===== config.mk =====
export PLATFORM = sky130hd
export DESIGN_NAME = spi_target_addr_data_frame_core
export DESIGN_NICKNAME = d
export VERILOG_FILES = /design/src/sv/spitad_pkg.sv /design/src/sv/spi_target_addr_data_frame_core.sv /design/src/sv/spitad_frame.sv
export SDC_FILE = /design/constraint.sdc
export NUM_CORES = 1
export LEC_CHECK = 0
export ABC_AREA = 1
export BUFFER_PORTS_ARGS = -buffer_cell sky130_fd_sc_hd__buf_4
export CAP_MARGIN = 10
export CORE_ASPECT_RATIO = 1.5
export CORE_UTILIZATION = 45
export DETAILED_ROUTE_END_ITERATION = 8
export GPL_ROUTABILITY_DRIVEN = 0
export PLACE_DENSITY = 0.68
export SLEW_MARGIN = 20
export SYNTH_ARGS = -nofsm -noshare
export SYNTH_HDL_FRONTEND = slang
export SYNTH_SLANG_ARGS = --single-unit

===== constraint.sdc =====
create_clock -name i_clk -period 2 [get_ports i_clk]
set_input_delay 0.4 -clock i_clk [delete_from_list [all_inputs] [get_ports i_clk]]
set_output_delay 0.4 -clock i_clk [all_outputs]
set_load 0.01 [all_outputs]

===== src/sv/spitad_pkg.sv =====
// ----------------------------------------------------------------------------
// spitad_pkg
// shared types, constants and the byte bit-reverse for the spi target core
// ----------------------------------------------------------------------------
package spitad_pkg;

    localparam int unsigned BYTE_W     = 8;
    localparam int unsigned BIT_CNT_W  = 5;
    localparam int unsigned POS_W      = 4;
    localparam int unsigned CFG_IDX_W  = 1;
    localparam int unsigned S_TDATA_W  = 16;
    localparam int unsigned M_TDATA_W  = 24;

    // bit counter landmarks
    localparam logic [BIT_CNT_W-1:0] ADDR_LAST_BIT = 5'd7;
    localparam logic [BIT_CNT_W-1:0] DATA_FIRST_BIT = 5'd8;
    localparam logic [BIT_CNT_W-1:0] FRAME_END_BIT = 5'd16;
    localparam logic [POS_W-1:0]     BYTE_POS_END  = 4'd8;

    // configuration register indexes
    localparam logic [CFG_IDX_W-1:0] CFG_MSB_FIRST   = 1'b0;
    localparam logic [CFG_IDX_W-1:0] CFG_SELECT_USED = 1'b1;

    typedef struct packed {
        logic              clk_pin;
        logic              sdi_pin;
        logic              select_pin;
        logic [BYTE_W-1:0] tx_byte;
    } t_sample;

    typedef struct packed {
        logic              cipo_level;
        logic              tx_pop;
        logic              address_valid;
        logic [BYTE_W-1:0] address_byte;
        logic              data_valid;
        logic [BYTE_W-1:0] data_byte;
    } t_result;

    typedef struct packed {
        logic msb_first;
        logic select_used;
    } t_cfg;

    // swap nibbles, then bit pairs, then single bits
    function automatic logic [BYTE_W-1:0] flip8(input logic [BYTE_W-1:0] v);
        logic [BYTE_W-1:0] a;
        logic [BYTE_W-1:0] b;
        logic [BYTE_W-1:0] c;
        a = ((v & 8'hF0) >> 4) | ((v & 8'h0F) << 4);
        b = ((a & 8'hCC) >> 2) | ((a & 8'h33) << 2);
        c = ((b & 8'hAA) >> 1) | ((b & 8'h55) << 1);
        return c;
    endfunction

endpackage


===== src/sv/spi_target_addr_data_frame_core.sv =====
// ----------------------------------------------------------------------------
// spi_target_addr_data_frame_core
// mode 0 spi target: address byte then data byte per frame, one pin sample
// per beat, one result beat per sample
// ----------------------------------------------------------------------------
//
//  channel   direction  ports                      beat contents
//  --------  ---------  -------------------------  ------------------------------
//  sample    in         i_s_tvalid/o_s_tready      pin sample + transmit head
//  result    out        o_m_tvalid/i_m_tready      cipo level, pop, bytes, flags
//  config    in         i_cfg_valid/o_cfg_ready    register index + write data
//
//  one sample beat is accepted every cycle while the result side keeps up;
//  each beat passes an input register and then a result register between
//  acceptance and result.
//  a stalled result side holds the result register and then the input
//  register; the sample ready drops only when both are full.
//  reset (synchronous, active low) clears the frame state, msb_first to 0
//  and select_used to 1; the config port is always ready.
// ----------------------------------------------------------------------------
module spi_target_addr_data_frame_core
    import spitad_pkg::*;
(
    input  logic                  i_clk,
    input  logic                  i_rst_n,

    // sample channel
    input  logic                  i_s_tvalid,
    output logic                  o_s_tready,
    // [0] clk_pin, [1] sdi_pin, [2] select_pin, [10:3] tx_byte, [15:11] zero
    input  logic [S_TDATA_W-1:0]  i_s_tdata,

    // result channel
    output logic                  o_m_tvalid,
    input  logic                  i_m_tready,
    // [0] cipo_level, [1] tx_pop, [9:2] address_byte, [17:10] data_byte,
    // [23:18] zero
    output logic [M_TDATA_W-1:0]  o_m_tdata,
    // [0] address_valid
    output logic                  o_m_tuser,
    // data_valid: frame ended on this sample
    output logic                  o_m_tlast,

    // config write channel
    input  logic                  i_cfg_valid,
    output logic                  o_cfg_ready,
    input  logic [CFG_IDX_W-1:0]  i_cfg_index,
    input  logic                  i_cfg_data
);

    // input register stage
    logic    r_in_valid;
    t_sample r_in_sample;

    // result register stage
    logic    r_out_valid;
    t_result r_out;

    // configuration registers
    t_cfg r_cfg;

    logic                 out_free;
    logic                 advance;
    t_result              step_result;
    logic [BIT_CNT_W-1:0] bit_count;

    // the result register frees up when empty or being drained this cycle
    assign out_free   = !r_out_valid || i_m_tready;
    assign advance    = r_in_valid && out_free;
    assign o_s_tready = !r_in_valid || out_free;

    always_ff @(posedge i_clk) begin
        if (!i_rst_n) begin
            r_in_valid <= 1'b0;
        end else if (o_s_tready) begin
            r_in_valid <= i_s_tvalid;
        end
    end

    // sample fields unpacked from the low bits of the beat
    always_ff @(posedge i_clk) begin
        if (i_s_tvalid && o_s_tready) begin
            r_in_sample.clk_pin    <= i_s_tdata[0];
            r_in_sample.sdi_pin    <= i_s_tdata[1];
            r_in_sample.select_pin <= i_s_tdata[2];
            r_in_sample.tx_byte    <= i_s_tdata[10:3];
        end
    end

    // frame state steps exactly once per sample, when it moves to the result
    spitad_frame u_frame (
        .i_clk       (i_clk),
        .i_rst_n     (i_rst_n),
        .i_step      (advance),
        .i_sample    (r_in_sample),
        .i_cfg       (r_cfg),
        .o_result    (step_result),
        .o_bit_count (bit_count)
    );

    always_ff @(posedge i_clk) begin
        if (!i_rst_n) begin
            r_out_valid <= 1'b0;
        end else if (out_free) begin
            r_out_valid <= r_in_valid;
        end
    end

    always_ff @(posedge i_clk) begin
        if (advance) begin
            r_out <= step_result;
        end
    end

    assign o_m_tvalid = r_out_valid;
    assign o_m_tdata  = {6'd0, r_out.data_byte, r_out.address_byte,
                         r_out.tx_pop, r_out.cipo_level};
    assign o_m_tuser  = r_out.address_valid;
    assign o_m_tlast  = r_out.data_valid;

    // config writes land immediately
    assign o_cfg_ready = 1'b1;

    always_ff @(posedge i_clk) begin
        if (!i_rst_n) begin
            r_cfg.msb_first   <= 1'b0;
            r_cfg.select_used <= 1'b1;
        end else if (i_cfg_valid && o_cfg_ready) begin
            unique case (i_cfg_index)
                CFG_MSB_FIRST:   r_cfg.msb_first   <= i_cfg_data;
                CFG_SELECT_USED: r_cfg.select_used <= i_cfg_data;
            endcase
        end
    end

    // bit counter never passes the frame end
    a_bit_count_range: assert property (@(posedge i_clk) disable iff (!i_rst_n)
        bit_count <= FRAME_END_BIT)
        else $error("bit counter beyond frame end");

    // address and frame end cannot complete on the same sample
    a_flags_exclusive: assert property (@(posedge i_clk) disable iff (!i_rst_n)
        o_m_tvalid |-> !(o_m_tuser && o_m_tlast))
        else $error("address and data reported together");

    // a beat leaving the input register always lands in the result register
    a_advance_fills: assert property (@(posedge i_clk) disable iff (!i_rst_n)
        advance |=> r_out_valid)
        else $error("sample lost between stages");

    // byte fields read zero when their flag is low
    a_zero_bytes: assert property (@(posedge i_clk) disable iff (!i_rst_n)
        r_out_valid && !r_out.data_valid |-> r_out.data_byte == '0)
        else $error("data byte set without frame end");

endmodule


===== src/sv/spitad_frame.sv =====
// ----------------------------------------------------------------------------
// spitad_frame
// frame state and per-sample step: edge detect, shift, transmit bit drive
// ----------------------------------------------------------------------------
module spitad_frame
    import spitad_pkg::*;
(
    input  logic    i_clk,
    input  logic    i_rst_n,
    input  logic    i_step,
    input  t_sample i_sample,
    input  t_cfg    i_cfg,
    output t_result o_result,
    output logic [BIT_CNT_W-1:0] o_bit_count
);

    logic                 r_last_clock, n_last_clock;
    logic [BIT_CNT_W-1:0] r_bit_count, n_bit_count;
    logic [BYTE_W-1:0]    r_addr_shift, n_addr_shift;
    logic [BYTE_W-1:0]    r_data_shift, n_data_shift;
    logic [BYTE_W-1:0]    r_send_byte, n_send_byte;
    logic                 r_send_loaded, n_send_loaded;
    logic                 r_out_level, n_out_level;

    logic             act;
    logic             data_phase;
    logic [POS_W-1:0] pos;
    t_result          res;

    always_comb begin
        n_last_clock  = r_last_clock;
        n_bit_count   = r_bit_count;
        n_addr_shift  = r_addr_shift;
        n_data_shift  = r_data_shift;
        n_send_byte   = r_send_byte;
        n_send_loaded = r_send_loaded;
        n_out_level   = r_out_level;
        res           = '0;

        data_phase = (r_bit_count >= DATA_FIRST_BIT);
        pos = data_phase ? POS_W'(r_bit_count - DATA_FIRST_BIT) : POS_W'(r_bit_count);

        // idle low clock, deselected, or no clock edge: sample ignored
        act = 1'b1;
        if (!i_sample.clk_pin && (r_bit_count == '0)) begin
            act = 1'b0;
        end else if (i_cfg.select_used && !i_sample.select_pin) begin
            act = 1'b0;
        end else if (r_last_clock == i_sample.clk_pin) begin
            act = 1'b0;
        end

        if (act) begin
            n_last_clock = i_sample.clk_pin;

            // pop the transmit byte once the data phase starts
            if (!r_send_loaded && data_phase) begin
                n_send_byte   = i_cfg.msb_first ? flip8(i_sample.tx_byte)
                                                : i_sample.tx_byte;
                n_send_loaded = 1'b1;
                res.tx_pop    = 1'b1;
            end

            if (i_sample.clk_pin) begin
                if (pos < BYTE_POS_END) begin
                    if (!data_phase) begin
                        n_addr_shift[pos[2:0]] = i_sample.sdi_pin;
                    end else begin
                        n_data_shift[pos[2:0]] = i_sample.sdi_pin;
                    end
                end
            end else if (n_send_loaded && data_phase) begin
                n_out_level = (pos < BYTE_POS_END) ? n_send_byte[pos[2:0]] : 1'b0;
            end

            if (i_sample.clk_pin && (r_bit_count == ADDR_LAST_BIT)) begin
                if (i_cfg.msb_first) begin
                    n_addr_shift = flip8(n_addr_shift);
                end
                res.address_valid = 1'b1;
                res.address_byte  = n_addr_shift;
            end

            if (r_bit_count >= FRAME_END_BIT) begin
                n_bit_count   = '0;
                n_send_byte   = '0;
                n_send_loaded = 1'b0;
                if (i_cfg.msb_first) begin
                    n_data_shift = flip8(n_data_shift);
                end
                res.data_valid = 1'b1;
                res.data_byte  = n_data_shift;
                n_out_level    = 1'b0;
            end else if (i_sample.clk_pin) begin
                n_bit_count = r_bit_count + 1'b1;
            end
        end

        res.cipo_level = n_out_level;
    end

    always_ff @(posedge i_clk) begin
        if (!i_rst_n) begin
            r_last_clock  <= 1'b0;
            r_bit_count   <= '0;
            r_addr_shift  <= '0;
            r_data_shift  <= '0;
            r_send_byte   <= '0;
            r_send_loaded <= 1'b0;
            r_out_level   <= 1'b0;
        end else if (i_step) begin
            r_last_clock  <= n_last_clock;
            r_bit_count   <= n_bit_count;
            r_addr_shift  <= n_addr_shift;
            r_data_shift  <= n_data_shift;
            r_send_byte   <= n_send_byte;
            r_send_loaded <= n_send_loaded;
            r_out_level   <= n_out_level;
        end
    end

    assign o_result    = res;
    assign o_bit_count = r_bit_count;

endmodule

==> results of run 1 <==
power by group:
| group | leakage [nW] | switching, mW | internal (mW) | total, mW |
|---|---|---|---|---|
| Combinational | 1.02 | 0.138 | 0.0872 | 0.226 |
| Sequential | 0.584 | 0.0189 | 1.48 | 1.50 |
| Clock | 0.0890 | 0.485 | 0.572 | 1.06 |
| Total | 1.70 | 0.643 | 2.14 | 2.78 |
timing repair:
action / CTS / global route
endpoints found under the setup margin: 0 / 15
setup buffers: 0 / 1
resized for setup: 0 / 5
endpoints found under the hold margin: 0 / 0
metal layers:
layer  routed length [microns]  global-route usage  up-vias
met5                         0                   0        -
met4                       269               0.132        0
met3                       336              0.0513       19
met2                      4280               0.403       95
met1                      3180               0.229     1392
li1                          -                   -     1537
sequential cells by signal, indices dropped and copies added (netlist names), 2 cells and up:
register	count
u_frame.o_bit_count	5
u_frame.r_data_shift	8
u_frame.r_send_byte	8
r_in_sample	11
r_cfg	2
o_m_tdata	18
u_frame.r_addr_shift	8
per-stage QoR:
| step | total power [mW] | cells | instance area, sq um | worst slack [ns] | util |
|---|---|---|---|---|---|
| after global routing | 2.89 | 590 | 4040 | 0.00769 | 0.551 |
| after detailed placement | 1.75 | 572 | 3830 | 0.129 | 0.523 |
| final | 2.78 | 590 | 4040 | 0.179 | 0.551 |
| after CTS | 2.80 | 588 | 4010 | 0.122 | 0.548 |
| after global placement | 1.74 | 572 | 3830 | 0.169 | 0.523 |
| after floorplan | 1.66 | 443 | 3470 | 0.333 | - |
layout make-up:
type                            instances  area [sq um]
Tap cell                              100           125
Multi-Input combinational cell        311          1500
Timing Repair inverter                  1          7.51
Sequential cell                        67          1650
Clock inverter                          3          38.8
Clock buffer                           13           139
Timing Repair Buffer                   57           428
Fill cell                             726          3290
Inverter                               38           146
worst max path at each step:
stage / end / slack [ns] / cells past startpoint
3_5_place_dp: u_frame.r_data_shift[6] / 0.13 / 8
3_3_place_gp: u_frame.r_data_shift[6] / 0.17 / 8
2_1_floorplan: u_frame.o_bit_count[2] / 0.33 / 9
4_1_cts: u_frame.r_data_shift[6] / 0.12 / 8
5_1_grt: u_frame.o_bit_count[1] / 0.008 / 8
6_report: u_frame.r_data_shift[5] / 0.18 / 9
cells by family after synthesis:
kind of cell / after synthesis / share of synthesized area
fa+ha+maj: 2 / 0.00725
compound gates: 101 / 0.163
xor+xnor: 1 / 0.00254
buf+inv: 65 / 0.0949
flops: 67 / 0.478
other cells: 2 / 0.00217
simple gates: 200 / 0.252
placed cells by master, fill, tap and decap left out, types with 3 or more instances in the layout:
cell | Yosys | layout
clkbuf_1 | 5 | 4
conb_1 | 2 | 7
o21ai_2 | 3 | 3
inv_2 | 5 | 6
a21oi_1 | 44 | 44
o211ai_1 | 9 | 9
o21ai_0 | 27 | 27
clkbuf_8 | 0 | 9
nor3_4 | 3 | 3
dfxtp_1 | 36 | 36
edfxtp_1 | 31 | 31
nand2_1 | 122 | 122
a31oi_1 | 4 | 4
buf_4 | 13 | 57
inv_1 | 32 | 30
nand3_1 | 24 | 24
nor2_1 | 39 | 38
o21ai_1 | 7 | 7
==> metrics, run 1 <==
# clock sinks 67; Port Buffers 39; Worst Hold End r_in_sample[1]; 1st-pass router iterations 5; leading area contributor after synthesis edfxtp_1; yosys warns 0; Slew HR 0.618; Synth Cell Area 3450 sq um; number of synthesized flops with an enable pin 31; cell family with most CP delay simple AND/OR/NAND/NOR gates; CTS buffer count 9; Fmax 549 MHz; Setup TNS Final 0 ns; post-synth cell types 36; total global routing overflow 0; Avg WL per Cell 13.7 microns; RSZ-0062 raised after global routing no; clock-pin slew on the worst setup and hold paths 0.07 ns; Main synth FF type dfxtp_1; RR Endpoint u_frame.r_data_shift[5]; Worst Setup SP u_frame.o_bit_count[1]; Worst Setup End Kind flop; startpoint types flop; top-count cell post-synth nand2_1; DRC Markers 0; clk_lat worst skew 0.35 ns; Initial DRC Count 170; Worst path max stage delay 0.35 ns; initial antenna violation count 0; Crit Reg-Reg Startpoint u_frame.o_bit_count[1]; final hold violation count 0; static leakage 1.70 nW; diodes inserted 0; critical path data required time 2.22 ns; worst min path class in2reg; Placement Rows 38; Layout Nets 510; Post-DRT Antenna Nets 0; mean area per synthesized cell 7.88 sq um; total core area 7320 sq um; crit path DAT 2.04 ns; Die ar. 8040 sq um; peak supply drop 0.389 mV; Worst Clk Skew 0.00671 ns; largest net degree at the start of global routing 23; die width 73.5 microns; Initial Utilization 0.472; sequential element share of the synthesized area 0.478; Longest Clk Path Bufs 2; via count 3043; first-pass GRT wire length 13300 microns; top post-synthesis cells by area edfxtp_1 (27%), dfxtp_1 (21%), nand2_1 (13%); DP HPWL 5790 microns; DRT Wirelength 8070 microns; share of the synthesized area in the top cell type 0.270; slew of the pin with the lowest slew margin 0.571 ns; slowest cell on the critical path dfxtp_1; CP bufs+invs 3; flop-to-flop setup slack 0.18 ns; period utilisation layout 0.910; max-cap violations 0; CTS Hold Bufs 0; Vias/cell 5.16; Die H 109 microns; area delta synth->final 16.9%; I/O pins 52; Final Slew Violations 0; min-delay src i_s_tdata[4]; vias in the first global route 2948; layout cells sized above 1 0.186; CTS Root Cell clkbuf_8; H-Tree Depth 3; status complete, no violations; worst path cell trace inv_2, ha_1, nand4_1, nand2_1, nor2_2, clkinvlp_4, buf_4, a22oi_1, a21oi_1; Post-synth ARST share 0; hold path depth 1; CTS tree built; power density over the cells 688 nW/um^2; Mapped Cells 438; reg2reg path depth 9; number of synthesized register bits 67; Commonest cells post-synth nand2_1 (122), a21oi_1 (44), nor2_1 (39); crit path max fanout 11; WS Path Type reg2reg; Final min period 1.82 ns; worst hold margin 0.219 ns; Total Routing Usage GR 0.223; final-report setup violation count 0
Note: power is estimated with default switching activity, not from simulation.
==> inputs of run 2 (changes only) <==
--- a/config.mk
+++ b/config.mk
@@ -5,14 +5,13 @@
 export SDC_FILE = /design/constraint.sdc
 export NUM_CORES = 1
 export LEC_CHECK = 0
-export ABC_AREA = 1
 export BUFFER_PORTS_ARGS = -buffer_cell sky130_fd_sc_hd__buf_4
 export CAP_MARGIN = 10
 export CORE_ASPECT_RATIO = 1.5
 export CORE_UTILIZATION = 45
 export DETAILED_ROUTE_END_ITERATION = 8
 export GPL_ROUTABILITY_DRIVEN = 0
-export PLACE_DENSITY = 0.68
+export PLACE_DENSITY = 0.65
 export SLEW_MARGIN = 20
 export SYNTH_ARGS = -nofsm -noshare
 export SYNTH_HDL_FRONTEND = slang
==> run 2 against run 1 <==
Effect of this change:
- power rose by 23%
- count of clock-buffer cells in the layout fell by 1
- hold slack better by 0.033 ns
- largest power group unchanged
- critical path type unchanged
- register-to-register slack worse by 0.07 ns
- cell count shrank 6.4%
- largest cell class is now multi-input gates
- synthesized area rose by 3.7%
- clock power rose by 41%
- highest routed layer unchanged
- global-route usage increased by 0.81 points
==> metrics, run 2 <==
die width 74.9 microns (+1.8%); Setup Slack @ Placement 0.0538 ns (-0.0748 ns); CTS buffer count 9 (unchanged); total global routing overflow 0 (unchanged); Initial DRC Count 343 (+100%); Commonest cells post-synth nand2_1 (60), nand3_1 (42), dfxtp_1 (36); leading area contributor after synthesis edfxtp_1; sequential element share of the synthesized area 0.461 (-0.0172); CTS tree built; Port Buffers 39 (unchanged); max FFs per register 18 (unchanged); post-synth cell types 51 (+42%); area delta synth->final 22.7%; top post-synthesis cells by area edfxtp_1 (26%), dfxtp_1 (20%), nand2_1 (6.3%); Main synth FF type dfxtp_1; WS Path Type reg2reg; clk_lat worst skew 0.32 ns (-0.03 ns); number of synthesized register bits 67 (unchanged); # clock sinks 67 (unchanged); fillcell total 669 (-7.9%); Worst Clk Skew 0.00348 ns (-0.00323 ns); layout cells sized above 1 0.244 (+0.0587); final-report setup violation count 0 (unchanged); Slew HR 0.625 (+0.00696); Die H 111 microns (+1.8%); CTS Hold Bufs 0 (unchanged); slowest cell on the critical path mux4_2; DP HPWL 6250 microns (+8.0%); max-cap violations 0 (unchanged); Avg WL per Cell 16.2 microns (+18%); Total Routing Usage GR 0.231 (+0.00807); Worst path max stage delay 0.46 ns (+0.11 ns); Post-DRT Antenna Nets 0 (unchanged); startpoint types flop; period utilisation layout 0.944 (+0.0333); status complete, no violations; RSZ-0062 raised after global routing no; Cell Count, Final, Fillers Out 552 (-6.4%); top-count cell post-synth nand2_1; slew of the pin with the lowest slew margin 0.562 ns (-0.00858 ns); placed cell count 537 (-6.1%); I/O pins 52 (unchanged); commonest non-fill, non-tap cells in the layout buf_4 (69), nand2_1 (60), nand3_1 (42); crit path DAT 1.95 ns (-0.09 ns); Setup TNS Final 0 ns (unchanged); register area 1660 sq um (+0.45%); largest net degree at the start of global routing 40 (+74%); clock-pin slew on the worst setup and hold paths 0.05 ns (-0.02 ns); first-pass GRT wire length 14300 microns (+7.4%); yosys warns 0 (unchanged); CTS Root Cell clkbuf_16; Fmax 530 MHz (-3.5%); critical path data required time 2.06 ns (-0.16 ns); mean area per synthesized cell 8.98 sq um (+14%); power density over the cells 780 nW/um^2 (+13%); Die ar. 8330 sq um (+3.6%); commonest non-fill, non-tap cell in the layout buf_4; Overall Power 3.43 mW (+23%); DRC Markers 0 (unchanged); Synth Cell Area 3580 sq um (+3.7%); diodes inserted 0 (unchanged); Worst Setup End Kind flop; crit path max fanout 4 (-7); number of synthesized flops with an enable pin 31 (unchanged); worst min path class in2reg; via count 3129 (+2.8%); peak supply drop 0.573 mV (+47%); Post-synth ARST share 0 (unchanged); Vias/cell 5.67 (+9.9%); share of the synthesized area in the top cell type 0.260 (-0.00970); H-Tree Depth 3 (unchanged); final worst slack 0.112 ns (-0.0666 ns); vias in the first global route 2975 (+0.92%); static leakage 1.74 nW (+2.6%); Post-CTS Repair Setup Buffers 0 (unchanged); total core area 7660 sq um (+4.6%); Layout Nets 471 (-7.6%); final hold violation count 0 (unchanged); DRT Wirelength 8940 microns (+11%); initial antenna violation count 0 (unchanged); 1st-pass router iterations 4 (-1); Longest Clk Path Bufs 2 (unchanged); Initial Utilization 0.468 (-0.00405); Placement Rows 39 (+2.6%); area occupied by multi-input gates 1750 sq um (+16%); Final Slew Violations 0 (unchanged); worst path cell trace mux2_2, mux4_2, o31ai_1, buf_4, o41ai_1; Final min period 1.89 ns (+0.0666 ns); Mapped Cells 399 (-8.9%)
run 2: cell count changes after synthesis, sizes merged, moves of 5 or more:
cell and change:
nor3 -5, o21ai -9, clkbuf +10, o211ai +6, a311oi +14, inv -30
a32o +11, a21oi -19, nand3 +17, nand2 -64, nor2 -18, mux2 +8
run 2: layout make-up:
type | instances | share of cell area
clock inverters | 3 | 0.00911
multi-input cells | 290 | 0.397
inverters | 7 | 0.00598
well taps | 102 | 0.0290
repair buffers | 71 | 0.127
clock buffers | 12 | 0.0538
flip-flops and latches | 67 | 0.378
run 2: logic make-up after synthesis:
kind of cell,after synthesis,share of synthesized area
AND/OR/NAND/NOR,162,0.221
AO/OA/AOI/OAI,106,0.201
flip-flops,67,0.461
buffers and inverters,47,0.0653
multiplexers,13,0.0426
adder cells (fa/ha/maj),2,0.00698
other,2,0.00210
run 2: final timing paths:
path,startpoint,to,slack (ns),cells past startpoint
max,r_cfg[1],o_m_tdata[0],0.11,5
min reg2reg,u_frame.r_addr_shift[2],u_frame.r_addr_shift[2],0.45,2
max reg2reg,r_cfg[1],o_m_tdata[0],0.11,5
min,i_s_tdata[6],r_in_sample[3],0.25,1
run 2: metal layers:
metal | up-vias | share of wire | global-route usage
met1 | 1458 | 0.39 | 0.258
met5 | - | 0 | 0
met3 | 19 | 0.033 | 0.0391
li1 | 1560 | - | -
met4 | 0 | 0.037 | 0.128
met2 | 92 | 0.54 | 0.398
run 2: critical path: cells and delay by family (launching register included):
kind                   cells  cell delay, ns
AO/OA/AOI/OAI              2            0.29
buffers and inverters      1            0.16
flip-flops                 1            0.36
multiplexers               2            0.82
run 2: through the flow:
step,util,area (sq um),hold WS [ns]
floorplan,-,3660,0.428
global placement,0.536,4110,0.437
detailed placement,0.536,4110,0.442
CTS,0.572,4380,0.242
global route,0.574,4390,0.238
finish,0.574,4390,0.251
run 2: power breakdown:
group | internal (mW) | switching, mW
registers | 1.50 | 0.0414
logic | 0.175 | 0.223
clock network | 0.954 | 0.538
run 2: what timing repair did:
action | 4_1_cts | 5_1_grt
setup endpoints to repair | 0 | 22
hold endpoints to repair | 0 | 0
resized for setup | 0 | 6
==> inputs of run 3 (changes only) <==
--- a/config.mk
+++ b/config.mk
@@ -9,9 +9,10 @@
 export CAP_MARGIN = 10
 export CORE_ASPECT_RATIO = 1.5
 export CORE_UTILIZATION = 45
+export CTS_CLUSTER_SIZE = 8
 export DETAILED_ROUTE_END_ITERATION = 8
 export GPL_ROUTABILITY_DRIVEN = 0
-export PLACE_DENSITY = 0.65
+export PLACE_DENSITY = 0.68
 export SLEW_MARGIN = 20
 export SYNTH_ARGS = -nofsm -noshare
 export SYNTH_HDL_FRONTEND = slang
==> constraint.sdc (replaced) <==
create_clock -name i_clk -period 1.7 [get_ports i_clk]
set_input_delay 0.34 -clock i_clk [delete_from_list [all_inputs] [get_ports i_clk]]
set_output_delay 0.34 -clock i_clk [all_outputs]
set_load 0.01 [all_outputs]
==> run 3 against run 2 <==
Effect of this change:
- the run now ends with negative setup slack left
- utilization is 15 points higher
- global-route usage is 3.1 points higher
- flip-flop and latch count did not move
- first-iteration DRC count shrank 20%
==> metrics, run 3 (same netlist as run 2, synthesis figures left out) <==
status finished, violations left; failing checks negative setup slack; Crit path depth 7 (+2); slowest cell on the critical path or3_4; H-Tree Depth 3 (unchanged); Initial DRC Count 273 (-20%); max FFs per register 18 (unchanged); DP HPWL 6810 microns (+8.9%); crit path max fanout 8 (+4); register area 1670 sq um (+0.60%); fillcell total 512 (-23%); critical path data required time 1.86 ns (-0.20 ns); diodes inserted 0 (unchanged); cell family with most CP delay simple AND/OR/NAND/NOR gates; Layout Nets 537 (+14%); CTS Root Cell clkbuf_16; DRT Wirelength 11300 microns (+26%); static leakage 2.23 nW (+28%); final-report setup violation count 37 (+37); commonest non-fill, non-tap cell in the layout buf_4; Die H 111 microns (unchanged); RSZ-0062 raised after global routing yes; final hold violation count 0 (unchanged); Setup Slack @ Placement -0.235 ns (-0.289 ns); max-cap violations 0 (unchanged); CTS buffer count 9 (unchanged); clock-pin slew on the worst setup and hold paths 0.05 ns (about the same); Total Routing Usage GR 0.262 (+0.0315); Placed Area 4440 sq um (+8.2%); Worst path max stage delay 0.50 ns (+0.04 ns); Fmax 533 MHz (+0.52%); total global routing overflow 0 (unchanged); Final Slew Violations 0 (unchanged); clk_lat worst skew 0.34 ns (+0.02 ns); Die ar. 8330 sq um (unchanged); Longest Clk Path Bufs 2 (unchanged); vias in the first global route 3518 (+18%); Worst Clk Skew 0.00915 ns (+0.00566 ns); crit path DAT 2.04 ns (+0.09 ns); first-pass GRT wire length 16200 microns (+13%); WS Path Type reg2reg; layout cells sized above 1 0.494 (+0.250); area delta synth->final 54.5%; Final min period 1.88 ns (-0.00970 ns); Overall Power 4.47 mW (+30%); flop-to-flop setup slack -0.18 ns (-0.29 ns); commonest non-fill, non-tap cells in the layout buf_4 (109), nand2_1 (45), nand3_1 (38); CTS tree built; Avg WL per Cell 18.3 microns (+13%); I/O pins 52 (unchanged); # clock sinks 67 (unchanged); Placement Rows 39 (unchanged); Finished Cell Area 5540 sq um (+26%); total core area 7660 sq um (unchanged); worst hold margin 0.177 ns (-0.0744 ns); peak supply drop 0.769 mV (+34%); worst min path class in2reg; die width 74.9 microns (unchanged); worst path cell trace inv_4, ha_4, nor4b_4, o21ai_2, nand2_2, or3_4, a311oi_2; largest net degree at the start of global routing 28 (-30%); via count 3642 (+16%); hold path depth 1 (unchanged); Port Buffers 39 (unchanged); final worst slack -0.178 ns (-0.290 ns); Slew HR 0.467 (-0.158); DRC Markers 0 (unchanged); Initial Utilization 0.468 (unchanged); area occupied by multi-input gates 2220 sq um (+27%); initial antenna violation count 0 (unchanged); startpoint types flop; period utilisation layout 1.10 (+0.161); 1st-pass router iterations 4 (unchanged); Vias/cell 5.89 (+4.0%); CP bufs+invs 1 (unchanged); power density over the cells 807 nW/um^2 (+3.4%); slew of the pin with the lowest slew margin 0.796 ns (+0.234 ns); reg2reg path depth 7 (+2); Worst Setup End Kind flop; Post-DRT Antenna Nets 0 (unchanged)
-- run 3: cell types whose count changed in the layout (fill, tap and decap cells not counted), sizes merged --
cell,before,now
buf,71,135
bufinv,1,2
clkbuf,12,14
clkinv,2,1
-- run 3: power breakdown --
group | internal, mW | switching, mW
combinational | 0.322 | 0.371
sequential | 1.75 | 0.0514
clock | 1.31 | 0.654
total | 3.39 | 1.08
-- run 3: final cells by class --
type,count,area share
Timing Repair Buffer,137,0.212
Tap cell,102,0.0231
Clock inverter,3,0.0118
Clock buffer,12,0.0445
Multi-Input combinational cell,290,0.401
Sequential cell,67,0.302
Inverter,7,0.00565
-- run 3: worst paths after layout --
path	startpoint	to
hold / removal	i_s_tdata[7]	r_in_sample[4]
hold reg to reg	u_frame.r_addr_shift[2]	u_frame.r_addr_shift[2]
setup / recovery	u_frame.o_bit_count[1]	o_m_tdata[4]
setup reg to reg	u_frame.o_bit_count[1]	o_m_tdata[4]
-- run 3: repair_timing --
action                                  CTS  global route
hold buffers                              0             0
resized for setup                        65            93
buffers inserted                          9             9
pin swaps                                14            43
gates cloned                              2             4
endpoints found under the setup margin   48            49
endpoints found under the hold margin     0             0
-- run 3: layer usage --
| metal | vias to the layer above | track usage | share of wire |
|---|---|---|---|
| met5 | - | 0 | 0 |
| met4 | 0 | 0.180 | 0.063 |
| met3 | 51 | 0.0536 | 0.051 |
| met2 | 145 | 0.456 | 0.54 |
| met1 | 1747 | 0.268 | 0.35 |
| li1 | 1699 | - | - |
-- run 3: metrics by stage --
step	setup TNS [ns]	std cells	utilization
global route	-5.81	618	0.723
finish	-2.94	618	0.723
CTS	-0.952	605	0.661
floorplan	-6.75	404	-
detailed placement	-5.55	579	0.580
global placement	-3.93	579	0.580
